**src/source_token_lexer_defines.svh**
```systemverilog
// Assertion macros shared by the lexer modules.
`ifndef SOURCE_TOKEN_LEXER_DEFINES_SVH
`define SOURCE_TOKEN_LEXER_DEFINES_SVH

// A condition that must hold at every clock edge outside reset.
`define STL_ASSERT_ALWAYS(lbl, expr, msg) \
  lbl: assert property (@(posedge clk) disable iff (rst) (expr)) else $error(msg);

// A condition in one cycle that forces another in the next cycle.
`define STL_ASSERT_NEXT(lbl, ante, cons, msg) \
  lbl: assert property (@(posedge clk) disable iff (rst) (ante) |=> (cons)) else $error(msg);

`endif

```
**src/stl_pkg.sv**
```systemverilog
// Types, constants and classification functions of the source token lexer.
package stl_pkg;

  localparam int POS_BITS_DEFAULT    = 16;
  localparam int KEYWORD_MAX_DEFAULT = 6;
  localparam int QUEUE_DEPTH         = 4;

  localparam int KIND_W  = 6;
  localparam int START_W = 16;
  localparam int LEN_W   = 16;
  localparam int PREC_W  = 3;

  localparam int KW_COUNT   = 12;
  localparam int KW_MAX_LEN = 6;
  localparam int KW_W       = 8 * KW_MAX_LEN;

  typedef enum logic [KIND_W-1:0] {
    TK_LET        = 6'd0,
    TK_CONST      = 6'd1,
    TK_RETURN     = 6'd2,
    TK_FN         = 6'd3,
    TK_TRUE       = 6'd4,
    TK_FALSE      = 6'd5,
    TK_NIL        = 6'd6,
    TK_FOR        = 6'd7,
    TK_RANGE      = 6'd8,
    TK_IN         = 6'd9,
    TK_IF         = 6'd10,
    TK_ELSE       = 6'd11,
    TK_IDENT      = 6'd12,
    TK_INT        = 6'd13,
    TK_STRING     = 6'd14,
    TK_DOT        = 6'd15,
    TK_DOUBLE_DOT = 6'd16,
    TK_LPAREN     = 6'd17,
    TK_RPAREN     = 6'd18,
    TK_LBRACKET   = 6'd19,
    TK_RBRACKET   = 6'd20,
    TK_LCURLY     = 6'd21,
    TK_RCURLY     = 6'd22,
    TK_PLUS       = 6'd23,
    TK_MINUS      = 6'd24,
    TK_ASTERISK   = 6'd25,
    TK_SLASH      = 6'd26,
    TK_PERCENT    = 6'd27,
    TK_SEMICOLON  = 6'd28,
    TK_COMMA      = 6'd29,
    TK_ASSIGN     = 6'd30,
    TK_EQUAL      = 6'd31,
    TK_BANG       = 6'd32,
    TK_NOT_EQUAL  = 6'd33,
    TK_GT         = 6'd34,
    TK_GTE        = 6'd35,
    TK_LT         = 6'd36,
    TK_LTE        = 6'd37,
    TK_ILLEGAL    = 6'd38,
    TK_EOF        = 6'd39
  } tkind_t;

  typedef enum logic [3:0] {
    PC_NONE   = 4'd0,
    PC_INT    = 4'd1,
    PC_IDENT  = 4'd2,
    PC_STRING = 4'd3,
    PC_EQ     = 4'd4,
    PC_BANG   = 4'd5,
    PC_GT     = 4'd6,
    PC_LT     = 4'd7,
    PC_DOT    = 4'd8
  } pclass_t;

  typedef struct packed {
    tkind_t             kind;
    logic [START_W-1:0] start;
    logic [LEN_W-1:0]   len;
  } tok_t;

  // One queue entry holds every token that one input transfer produced.
  typedef struct packed {
    logic two;
    tok_t tok0;
    tok_t tok1;
  } entry_t;

  typedef struct packed {
    logic    emit;
    tkind_t  kind;
    logic    start;
    pclass_t pc;
  } fresh_t;

  // Keyword text is right-justified: the last character sits in the low byte.
  localparam logic [KW_W-1:0] KW_TEXT [KW_COUNT] = '{
    KW_W'("let"),   KW_W'("const"), KW_W'("return"), KW_W'("fn"),
    KW_W'("true"),  KW_W'("false"), KW_W'("nil"),    KW_W'("for"),
    KW_W'("range"), KW_W'("in"),    KW_W'("if"),     KW_W'("else")
  };
  localparam logic [2:0] KW_LEN [KW_COUNT] = '{
    3'd3, 3'd5, 3'd6, 3'd2, 3'd4, 3'd5, 3'd3, 3'd3, 3'd5, 3'd2, 3'd2, 3'd4
  };

  function automatic logic is_num(logic [7:0] c);
    return (c >= "0") && (c <= "9");
  endfunction

  function automatic logic is_word(logic [7:0] c);
    return ((c >= "a") && (c <= "z")) || ((c >= "A") && (c <= "Z")) || (c == "_");
  endfunction

  function automatic logic is_blank(logic [7:0] c);
    return (c == " ") || ((c >= 8'd9) && (c <= 8'd13));
  endfunction

  // Decode of a byte that arrives with nothing pending.
  function automatic fresh_t fresh_of(logic [7:0] c);
    fresh_t f;
    f = '{emit: 1'b0, kind: TK_ILLEGAL, start: 1'b0, pc: PC_NONE};
    unique case (c)
      "%": begin f.emit = 1'b1; f.kind = TK_PERCENT;   end
      ";": begin f.emit = 1'b1; f.kind = TK_SEMICOLON; end
      "+": begin f.emit = 1'b1; f.kind = TK_PLUS;      end
      "-": begin f.emit = 1'b1; f.kind = TK_MINUS;     end
      "*": begin f.emit = 1'b1; f.kind = TK_ASTERISK;  end
      "/": begin f.emit = 1'b1; f.kind = TK_SLASH;     end
      "(": begin f.emit = 1'b1; f.kind = TK_LPAREN;    end
      ")": begin f.emit = 1'b1; f.kind = TK_RPAREN;    end
      "{": begin f.emit = 1'b1; f.kind = TK_LCURLY;    end
      "}": begin f.emit = 1'b1; f.kind = TK_RCURLY;    end
      "[": begin f.emit = 1'b1; f.kind = TK_LBRACKET;  end
      "]": begin f.emit = 1'b1; f.kind = TK_RBRACKET;  end
      ",": begin f.emit = 1'b1; f.kind = TK_COMMA;     end
      "=": begin f.start = 1'b1; f.pc = PC_EQ;     end
      "!": begin f.start = 1'b1; f.pc = PC_BANG;   end
      ">": begin f.start = 1'b1; f.pc = PC_GT;     end
      "<": begin f.start = 1'b1; f.pc = PC_LT;     end
      ".": begin f.start = 1'b1; f.pc = PC_DOT;    end
      "\"": begin f.start = 1'b1; f.pc = PC_STRING; end
      default: begin
        if (is_num(c)) begin
          f.start = 1'b1;
          f.pc    = PC_INT;
        end else if (is_word(c)) begin
          f.start = 1'b1;
          f.pc    = PC_IDENT;
        end else if (!is_blank(c)) begin
          f.emit = 1'b1;
          f.kind = TK_ILLEGAL;
        end
      end
    endcase
    return f;
  endfunction

  // Second character that turns a pending one-character operator into a pair.
  function automatic logic [7:0] second_of(pclass_t pc);
    return (pc == PC_DOT) ? 8'(".") : 8'("=");
  endfunction

  function automatic tkind_t single_of(pclass_t pc);
    tkind_t k;
    unique case (pc)
      PC_EQ:   k = TK_ASSIGN;
      PC_BANG: k = TK_BANG;
      PC_GT:   k = TK_GT;
      PC_LT:   k = TK_LT;
      default: k = TK_DOT;
    endcase
    return k;
  endfunction

  function automatic tkind_t double_of(pclass_t pc);
    tkind_t k;
    unique case (pc)
      PC_EQ:   k = TK_EQUAL;
      PC_BANG: k = TK_NOT_EQUAL;
      PC_GT:   k = TK_GTE;
      PC_LT:   k = TK_LTE;
      default: k = TK_DOUBLE_DOT;
    endcase
    return k;
  endfunction

  // Twelve parallel compares of the low bytes of the word buffer.
  // Words longer than any keyword never match on length.
  function automatic tkind_t kw_kind(logic [KW_W-1:0] prefix, logic [LEN_W-1:0] len);
    tkind_t          k;
    logic [KW_W-1:0] mask;
    k = TK_IDENT;
    for (int i = KW_COUNT - 1; i >= 0; i--) begin
      mask = ~({KW_W{1'b1}} << (8 * int'(KW_LEN[i])));
      if ((len == LEN_W'(KW_LEN[i])) && ((prefix & mask) == KW_TEXT[i])) begin
        k = tkind_t'(KIND_W'(i));
      end
    end
    return k;
  endfunction

  function automatic logic [PREC_W-1:0] prec_of(tkind_t k);
    logic [PREC_W-1:0] p;
    unique case (k)
      TK_PLUS, TK_MINUS:     p = 3'd1;
      TK_ASTERISK, TK_SLASH: p = 3'd2;
      TK_PERCENT:            p = 3'd3;
      TK_EQUAL, TK_NOT_EQUAL, TK_GT, TK_GTE, TK_LT, TK_LTE: p = 3'd4;
      default:               p = 3'd0;
    endcase
    return p;
  endfunction

endpackage

```
**src/stl_queue.sv**
```systemverilog
// Short entry queue between the front and back ends.
module stl_queue import stl_pkg::*; #(
  parameter int DEPTH = QUEUE_DEPTH
) (
  input  logic   clk,
  input  logic   rst,
  input  logic   push,
  input  entry_t din,
  output logic   full,
  input  logic   pop,
  output logic   nonempty,
  output entry_t head
);

  `include "source_token_lexer_defines.svh"

  localparam int PTR_W = (DEPTH > 1) ? $clog2(DEPTH) : 1;
  localparam int CNT_W = $clog2(DEPTH + 1);

  entry_t           mem [DEPTH];
  logic [PTR_W-1:0] wr_ptr, rd_ptr;
  logic [CNT_W-1:0] count;

  assign full     = (count == CNT_W'(DEPTH));
  assign nonempty = (count != '0);
  assign head     = mem[rd_ptr];

  function automatic logic [PTR_W-1:0] bump(logic [PTR_W-1:0] p);
    return (p == PTR_W'(DEPTH - 1)) ? '0 : p + 1'b1;
  endfunction

  always_ff @(posedge clk) begin
    if (rst) begin
      wr_ptr <= '0;
      rd_ptr <= '0;
      count  <= '0;
    end else begin
      if (push) begin
        wr_ptr <= bump(wr_ptr);
      end
      if (pop) begin
        rd_ptr <= bump(rd_ptr);
      end
      if (push && !pop) begin
        count <= count + 1'b1;
      end else if (pop && !push) begin
        count <= count - 1'b1;
      end
    end
  end

  always_ff @(posedge clk) begin
    if (push) begin
      mem[wr_ptr] <= din;
    end
  end

  `STL_ASSERT_ALWAYS(a_no_overflow, !(push && full), "push into a full queue")
  `STL_ASSERT_ALWAYS(a_no_underflow, !(pop && !nonempty), "pop from an empty queue")

endmodule

```
**config.mk**
```make
export PLATFORM = sky130hd
export DESIGN_NAME = stl_queue
export DESIGN_NICKNAME = d
export VERILOG_FILES = /design/src/stl_pkg.sv /design/src/stl_queue.sv
export VERILOG_INCLUDE_DIRS = /design/src /design/src/src
export SDC_FILE = /design/constraint.sdc
export NUM_CORES = 1
export LEC_CHECK = 0
export ABC_AREA = 1
export ABC_CLOCK_PERIOD_IN_PS = 4500
export BUFFER_PORTS_ARGS = -buffer_cell sky130_fd_sc_hd__buf_2
export CORE_ASPECT_RATIO = 0.6
export CORE_MARGIN = 3
export CORE_UTILIZATION = 45
export CTS_CLUSTER_SIZE = 12
export DETAILED_ROUTE_END_ITERATION = 16
export GPL_ROUTABILITY_DRIVEN = 0
export SETUP_SLACK_MARGIN = 0.02
export SYNTH_ARGS = -nofsm -noshare
export SYNTH_HDL_FRONTEND = slang
export SYNTH_SLANG_ARGS = --single-unit
```
**constraint.sdc**
```tcl
create_clock -name clk -period 4.5 [get_ports clk]
set_input_delay 1.125 -clock clk [delete_from_list [all_inputs] [get_ports clk]]
set_output_delay 1.125 -clock clk [all_outputs]
set_load 0.1 [all_outputs]
```
* After elaboration in Yosys (flattened, before gate mapping)
Memory sizes are Yosys's and may differ from the RTL's. A register that Yosys moved wholly into a read port is not among the register bits.
Index checks and enable logic that the tools add are counted.
** Operators by class
- Add/sub/neg operators :: 4
- Equal/unequal tests :: 3
- Muxes and demuxes :: 8
- Reductions and logical operators :: 6
** Operators with widths (number)
- $mux W2 :: 4
- $mux W3 :: 2
- $add A2 B1 Y2 const B :: 2
- $eq A2 B2 Y1 const B :: 2
- $add A3 B1 Y3 const B :: 1
- $eq A3 B3 Y1 const B :: 1
- $reduce_bool A3 Y1 :: 1
- $sub A3 B1 Y3 const B :: 1
- $logic_and A1 B1 Y1 :: 2
- $logic_not A1 Y1 :: 2
- $mux W1 :: 2
- $reduce_bool A2 Y1 :: 1
** Storage, ports and cells
- Flip-flop bits (word level) :: 7
- RAM bits :: 308
- Output and inout port bits :: 79
- Memories :: 1
** Memory list
- mem :: depth 4, bits a word 77, read ports 1, clocked after Yosys merged registers in 1, wr ports 1, RTL line stl_queue.sv:20 : entry_t mem [DEPTH];

* Depth between registers and ports, before layout
Gate-level depths: netlist (run 1).
- Depth in word-level cells :: 4
- Mapped depth :: 10

* Least setup slack after synthesis (run 1)
No wires, ideal clock.
- Kind :: register to output
- From :: register count[0]
- To :: output port full
- Data arrival time :: 2418 ps
- Data required time :: 3375 ps
- Setup slack :: 957 ps
- Stages on the path, launching flop included :: 2
- Cells stage by stage :: dfxtp_1 > nor3_1
** On the way
- Cells in the longest elaborated chain, start to end :: 1
** Ends and longest elaborated chain
- from (decl) :: RTL line stl_queue.sv:22 : logic [CNT_W-1:0] count;
- from (signal assigned) :: RTL line stl_queue.sv:45 : count <= count + 1'b1;
- from (signal assigned) :: RTL line stl_queue.sv:47 : count <= count - 1'b1;
- $eq A3 B3 Y1 :: RTL line stl_queue.sv:24 : assign full = (count == CNT_W'(DEPTH));
- to (decl) :: RTL line stl_queue.sv:9 : output logic full,
Every way passes these cells.

==> results.sh, run 1 <==
export IMPL_syn_area_cell_um2=14.8
export IMPL_grt_util_all_layers_pct=17.1
export IMPL_synth_top_cells_by_area="sky130_fd_sc_hd__edfxtp_1 (78%), sky130_fd_sc_hd__o21ai_0 (6.4%), sky130_fd_sc_hd__nor2_1 (5.2%)"
export IMPL_timing_critical_path_cells="inv_8 > o21ai_0 > o22ai_1 > buf_2"
export IMPL_hp_class="reg2reg"
export IMPL_post_synth_top_cells="sky130_fd_sc_hd__edfxtp_1 (308), sky130_fd_sc_hd__nor2_1 (163), sky130_fd_sc_hd__o21ai_0 (152), sky130_fd_sc_hd__o22ai_1 (77), sky130_fd_sc_hd__clkbuf_1 (15)"
export IMPL_floorplan_rows=45
export IMPL_cts_resized=0
export IMPL_layout_drive_gt1_share_pct=21.3
export IMPL_timing_setup_tns_ns=0
export IMPL_timing_critical_path_slowest_cell_delay_ns=0.67
export IMPL_synth_cells=804
export IMPL_cp_end_kind="primary output"
export IMPL_status="complete, no violations"
export IMPL_synth_warning_count=0
export IMPL_initial_core_util_pct=46.3
export IMPL_cts_htree_levels=1
export IMPL_grt_ovfl_total=0
export IMPL_synth_enable_flop_cells=308
export IMPL_post_cts_setup_buffer_count=0
export IMPL_report_final_slew_viol_count=0
export IMPL_final_core_util_pct=53.8
export IMPL_synth_nets=892
export IMPL_numPortBuffers=159
export IMPL_via_count_of_the_first_global_routing_pass=6563
export IMPL_coreArea_um2=25600
export IMPL_timing_critical_path_arrival_ns=2.79
export IMPL_period_share_pct=87.0
export IMPL_num_io_pins=160
export IMPL_tritoncts_num_buffers=30
export IMPL_dominantRegCellSynth="sky130_fd_sc_hd__edfxtp_1"
export IMPL_hold_viol=0
export IMPL_cts_num_sinks=317
export IMPL_vdd_ir_drop_worst_mv=0.364
export IMPL_hold_buffers=0
export IMPL_yosysUniqueCellTypes=23
export IMPL_total_power_consumption_mw=7.03
export IMPL_synth_area_leader_cell="sky130_fd_sc_hd__edfxtp_1"
export IMPL_detailed_place_area_um2=12900
export IMPL_routedWlPerCell_um=18.8
export IMPL_synth_seq_cells=317
export IMPL_max_freq_ghz=0.255
export IMPL_detailedRoute_firstIterationViolations=572
export IMPL_crit_type="reg2out"
export IMPL_clock_insertion_delay_worst_skew_ns=0.54
export IMPL_cpMaxStageDelayCell="sky130_fd_sc_hd__inv_8"
export IMPL_max_cap_violations=0
export IMPL_maximum_buffer_depth_of_the_clock_tree=3
export IMPL_asyncSetResetFlopFracSynth_pct=0
export IMPL_final_area_um2=13800
export IMPL_first_pass_grt_wire_length_um=38600
export IMPL_dieHeight_um=132
export IMPL_netlist_area_um2=11900
export IMPL_route_detailed_vias_per_inst=5.17
export IMPL_fin_worst_hold_slack_ns=0.524
export IMPL_finalClockSkew_ns=0.00701
export IMPL_postRouteAntennaNets=0
export IMPL_cp_buffers_inverters=2
export IMPL_antenna_found_initial=6
export IMPL_area_growth_from_synthesis_to_layout_pct=16.2
export IMPL_synth_top_area_share_pct=77.9
export IMPL_setup_repair_after_global_routing_missed_its_margin="false"
export IMPL_drt_first_pass_iters=4
export IMPL_die_width_um=216
export IMPL_synth_yosys_seq_area_share_pct=79.5
export IMPL_cellPowerDensity_nw_per_um2=510
export IMPL_grt_start_max_net_pins=155
export IMPL_finalWirelength_um=24900
export IMPL_worst_setup_hold_path_clk_slew_ns=0.06
export IMPL_root_buffer="sky130_fd_sc_hd__clkbuf_16"
export IMPL_synth_most_common_cell="sky130_fd_sc_hd__edfxtp_1"
export IMPL_required_time_at_the_worst_slack_endpoint_ns=3.38
export IMPL_crit_path_max_fanout=154
export IMPL_num_vias=6858
export IMPL_placed_wire_length_estimate_after_detailed_placement_um=13500
export IMPL_power_static_leakage_nw=4.80
export IMPL_worst_pin_slew_ns=0.873
export IMPL_setup_viol=0
export IMPL_cpLargestDelayFamily="buffers and inverters"
export IMPL_finalWorstPathRequiredPeriod_ns=3.92
export IMPL_critical_path_startpoint_type="register"
export IMPL_finish_net_count=1042
export IMPL_cts_tree="built"
export IMPL_slew_headroom_pct=41.7
export IMPL_drcViolationCount=0
export IMPL_floorplan_die_area_um2=28400
-- through the flow --
stage	instances	setup slack, ns
2_1_floorplan	804	0.957
3_3_place_gp	1274	1.20
3_5_place_dp	1274	1.15
4_1_cts	1323	0.561
5_1_grt	1325	0.375
6_report	1326	0.585
-- placed cells by master, fill, tap and decap left out --
master	n
sky130_fd_sc_hd__edfxtp_1	308
sky130_fd_sc_hd__nor2_1	163
sky130_fd_sc_hd__buf_2	159
sky130_fd_sc_hd__o21ai_0	152
sky130_fd_sc_hd__o22ai_1	77
sky130_fd_sc_hd__clkbuf_16	31
sky130_fd_sc_hd__clkbuf_1	17
sky130_fd_sc_hd__inv_1	10
sky130_fd_sc_hd__nand2_1	9
sky130_fd_sc_hd__dfxtp_1	7
sky130_fd_sc_hd__ha_1	6
sky130_fd_sc_hd__o21ai_1	5
sky130_fd_sc_hd__buf_12	5
sky130_fd_sc_hd__clkinv_2	4
sky130_fd_sc_hd__diode_2	3
sky130_fd_sc_hd__nor3_1	3
sky130_fd_sc_hd__a21oi_1	3
sky130_fd_sc_hd__buf_4	3
sky130_fd_sc_hd__inv_8	1
sky130_fd_sc_hd__inv_2	1
sky130_fd_sc_hd__xor2_1	1
sky130_fd_sc_hd__nand3_1	1
sky130_fd_sc_hd__nand4_1	1
sky130_fd_sc_hd__fa_1	1
sky130_fd_sc_hd__dfxtp_4	1
sky130_fd_sc_hd__dfxtp_2	1
sky130_fd_sc_hd__clkbuf_8	1
-- layer usage --
metal  up-vias  wire, um  global-route usage (%)
met2       157     11400                    26.3
met5         -        40                       0
met3        37      1590                    4.65
met4         6       331                    3.19
li1       3315         -                       -
met1      3343     11600                    25.0
-- worst register-to-register path, cell delays in order (launching register included) --
cell and delay (ns):
sky130_fd_sc_hd__dfxtp_1 0.35, sky130_fd_sc_hd__inv_1 0.08, sky130_fd_sc_hd__ha_1 0.17, sky130_fd_sc_hd__nand2_1 0.08
sky130_fd_sc_hd__clkinv_2 0.66, sky130_fd_sc_hd__buf_4 0.53
-- area by class of cell --
class	instances	area, um2
Tap cell	352	440
Timing Repair Buffer	167	918
Antenna cell	3	7.51
Fill cell	2162	11800
Inverter	16	72.6
Multi-Input combinational cell	422	2060
Sequential cell	317	9430
Clock buffer	49	853
-- flip-flops by register name, summed over array words and instances (netlist names), named ones only --
register	count
count	3
wr_ptr	2
rd_ptr	2
mem	308
-- power breakdown --
part | internal, mW | switching (mW) | total, mW
Combinational | 0.202 | 1.13 | 1.34
Clock | 1.28 | 0.996 | 2.27
Sequential | 3.37 | 0.0443 | 3.42
Total | 4.85 | 2.17 | 7.03
-- final timing paths --
path                            cells past startpoint  slack [ns]       from         end
worst max register to register                      5        2.34  wr_ptr[1]  mem[1][31]
worst min register to register                      2        0.52  wr_ptr[1]   wr_ptr[1]
worst max-delay path                                4        0.58   register    head[11]
worst min-delay path                                2        0.52  wr_ptr[1]   wr_ptr[1]
-- logic make-up after synthesis --
kind of cell | share of synthesized area (%)
DFF | 79.5
AOI/OAI and AO/OA | 10.8
and+or+nand+nor | 5.66
buffers and inverters | 3.20
adders and majority gates | 0.801
xor gates and xnor gates | 0.0738
Note: power is estimated with default switching activity, not from simulation.
==> run 2, diff against run 1 <==
- CORE_UTILIZATION: 45 -> 50
- MAX_ROUTING_LAYER: not set -> met4
- PLACE_DENSITY: not set -> 0.71
==> results.sh, run 2 (synthesis gave the netlist of run 1 again) <==
export IMPL_first_pass_grt_wire_length_um=37800
export IMPL_finish_net_count=1043
export IMPL_hold_viol=0
export IMPL_dieHeight_um=125
export IMPL_status="complete, no violations"
export IMPL_post_cts_setup_buffer_count=0
export IMPL_netSwitchingPower_mw=2.16
export IMPL_worst_setup_hold_path_clk_slew_ns=0.06
export IMPL_top_layer="met4"
export IMPL_layout_drive_gt1_share_pct=21.5
export IMPL_timing_critical_path_slowest_cell_delay_ns=0.67
export IMPL_cp_buffers_inverters=2
export IMPL_nFillCells=1754
export IMPL_drcViolationCount=0
export IMPL_fin_worst_hold_slack_ns=0.539
export IMPL_finalWorstPathRequiredPeriod_ns=3.95
export IMPL_grt_start_max_net_pins=155
export IMPL_final_area_um2=13700
export IMPL_flop_pwr_share_pct=48.8
export IMPL_area_growth_from_synthesis_to_layout_pct=15.6
export IMPL_drt_first_pass_iters=4
export IMPL_cell_internal_pwr_mw=4.84
export IMPL_largest_reg_flops=308
export IMPL_detailedRoute_firstIterationViolations=608
export IMPL_grt_util_all_layers_pct=19.4
export IMPL_hp_class="reg2reg"
export IMPL_crit_type="reg2out"
export IMPL_grt_ovfl_total=0
export IMPL_post_place_ws_ns=1.15
export IMPL_comb_power_share_pct=19.1
export IMPL_setup_viol=0
export IMPL_die_width_um=205
export IMPL_power_share_switching_pct=30.9
export IMPL_wl_met2_um=10600
export IMPL_tritoncts_num_buffers=30
export IMPL_cts_num_sinks=317
export IMPL_timing_critical_path_arrival_ns=2.82
export IMPL_finalClockSkew_ns=0.0198
export IMPL_antenna_found_initial=5
export IMPL_reg_top3="mem (308), count (3)"
export IMPL_worst_pin_slew_ns=1.04
export IMPL_cpLargestDelayFamily="buffers and inverters"
export IMPL_slew_headroom_pct=30.7
export IMPL_routedWlPerCell_um=19.0
export IMPL_clock_insertion_delay_worst_skew_ns=0.56
export IMPL_detail_route_wirelength_met1_um=11200
export IMPL_numPortBuffers=159
export IMPL_met3_length_um=2140
export IMPL_route_detailed_vias_per_inst=5.38
export IMPL_root_buffer="sky130_fd_sc_hd__clkbuf_16"
export IMPL_power_static_leakage_nw=4.79
export IMPL_seqCellArea_um2=9430
export IMPL_vdd_ir_drop_worst_mv=0.368
export IMPL_final_core_util_pct=60.6
export IMPL_finalWirelength_um=24300
export IMPL_maximum_buffer_depth_of_the_clock_tree=3
export IMPL_cts_htree_levels=1
export IMPL_max_cap_violations=0
export IMPL_timing_setup_tns_ns=0
export IMPL_initial_core_util_pct=52.4
export IMPL_multi_input_area_um2=2060
export IMPL_cp_end_kind="primary output"
export IMPL_num_vias=6890
export IMPL_critical_path_startpoint_type="register"
export IMPL_report_final_slew_viol_count=0
export IMPL_layout_cells_most_common="sky130_fd_sc_hd__edfxtp_1"
export IMPL_cellPowerDensity_nw_per_um2=511
export IMPL_coreArea_um2=22600
export IMPL_placed_wire_length_estimate_after_detailed_placement_um=13700
export IMPL_num_io_pins=160
export IMPL_floorplan_rows=42
export IMPL_timing_critical_path_cells="inv_8 > o21ai_0 > o22ai_1 > buf_2"
export IMPL_period_share_pct=87.8
export IMPL_hold_buffers=0
export IMPL_power_clock_fraction_pct=32.1
export IMPL_final_cell_mix="sky130_fd_sc_hd__edfxtp_1 (308), sky130_fd_sc_hd__nor2_1 (163), sky130_fd_sc_hd__buf_2 (159)"
export IMPL_layout_setup_ws_ns=0.550
export IMPL_cts_resized=0
export IMPL_floorplan_die_area_um2=25700
export IMPL_required_time_at_the_worst_slack_endpoint_ns=3.38
export IMPL_via_count_of_the_first_global_routing_pass=6651
export IMPL_cts_tree="built"
export IMPL_largest_register="mem"
export IMPL_setup_repair_after_global_routing_missed_its_margin="false"
export IMPL_detailed_place_area_um2=12900
export IMPL_postRouteAntennaNets=0
export IMPL_max_freq_ghz=0.253
export IMPL_cpMaxStageDelayCell="sky130_fd_sc_hd__inv_8"
export IMPL_crit_path_max_fanout=154
-- run 2: per-layer routing --
metal,vias up,global-route usage (%)
met5,-,-
met2,206,27.8
met1,3329,27.4
met3,32,6.78
met4,0,3.49
li1,3323,-
-- run 2: per-stage QoR --
stage | instances | total power [mW]
2_1_floorplan | 804 | 4.56
3_3_place_gp | 1231 | 4.81
3_5_place_dp | 1231 | 4.83
4_1_cts | 1275 | 7.07
5_1_grt | 1280 | 7.26
6_report | 1280 | 7.01
-- run 2: cell type report --
type | count | area share, %
Clock buffer | 42 | 5.80
Clock inverter | 2 | 0.337
Sequential cell | 317 | 68.8
Inverter | 16 | 0.529
Multi-Input combinational cell | 422 | 15.0
Antenna cell | 5 | 0.0912
Timing Repair Buffer | 168 | 6.66
Tap cell | 308 | 2.81
-- run 2: worst paths after layout --
path / start / end / slack (ns) / cells after the start
min reg2reg: wr_ptr[1] / wr_ptr[1] / 0.54 / 2
max: register / head[42] / 0.55 / 4
max reg2reg: wr_ptr[1] / mem[1][2] / 2.23 / 5
min: wr_ptr[1] / wr_ptr[1] / 0.54 / 2
-- run 2: power by group through the flow --
stage          clock network, mW  logic (mW)  registers (mW)
6_report                    2.25        1.34            3.42
5_1_grt                     2.42        1.41            3.43
4_1_cts                     2.30        1.35            3.42
3_5_place_dp                   0        1.35            3.48
3_3_place_gp                   0        1.33            3.48
2_1_floorplan                  0        1.09            3.47
-- run 2: worst reg2reg max path: cells and delay by family, from the launching register on --
kind / cells / cell delay, ns
buf+inv: 3 / 1.40
flops: 1 / 0.36
fa+ha+maj: 1 / 0.18
simple gates: 1 / 0.08
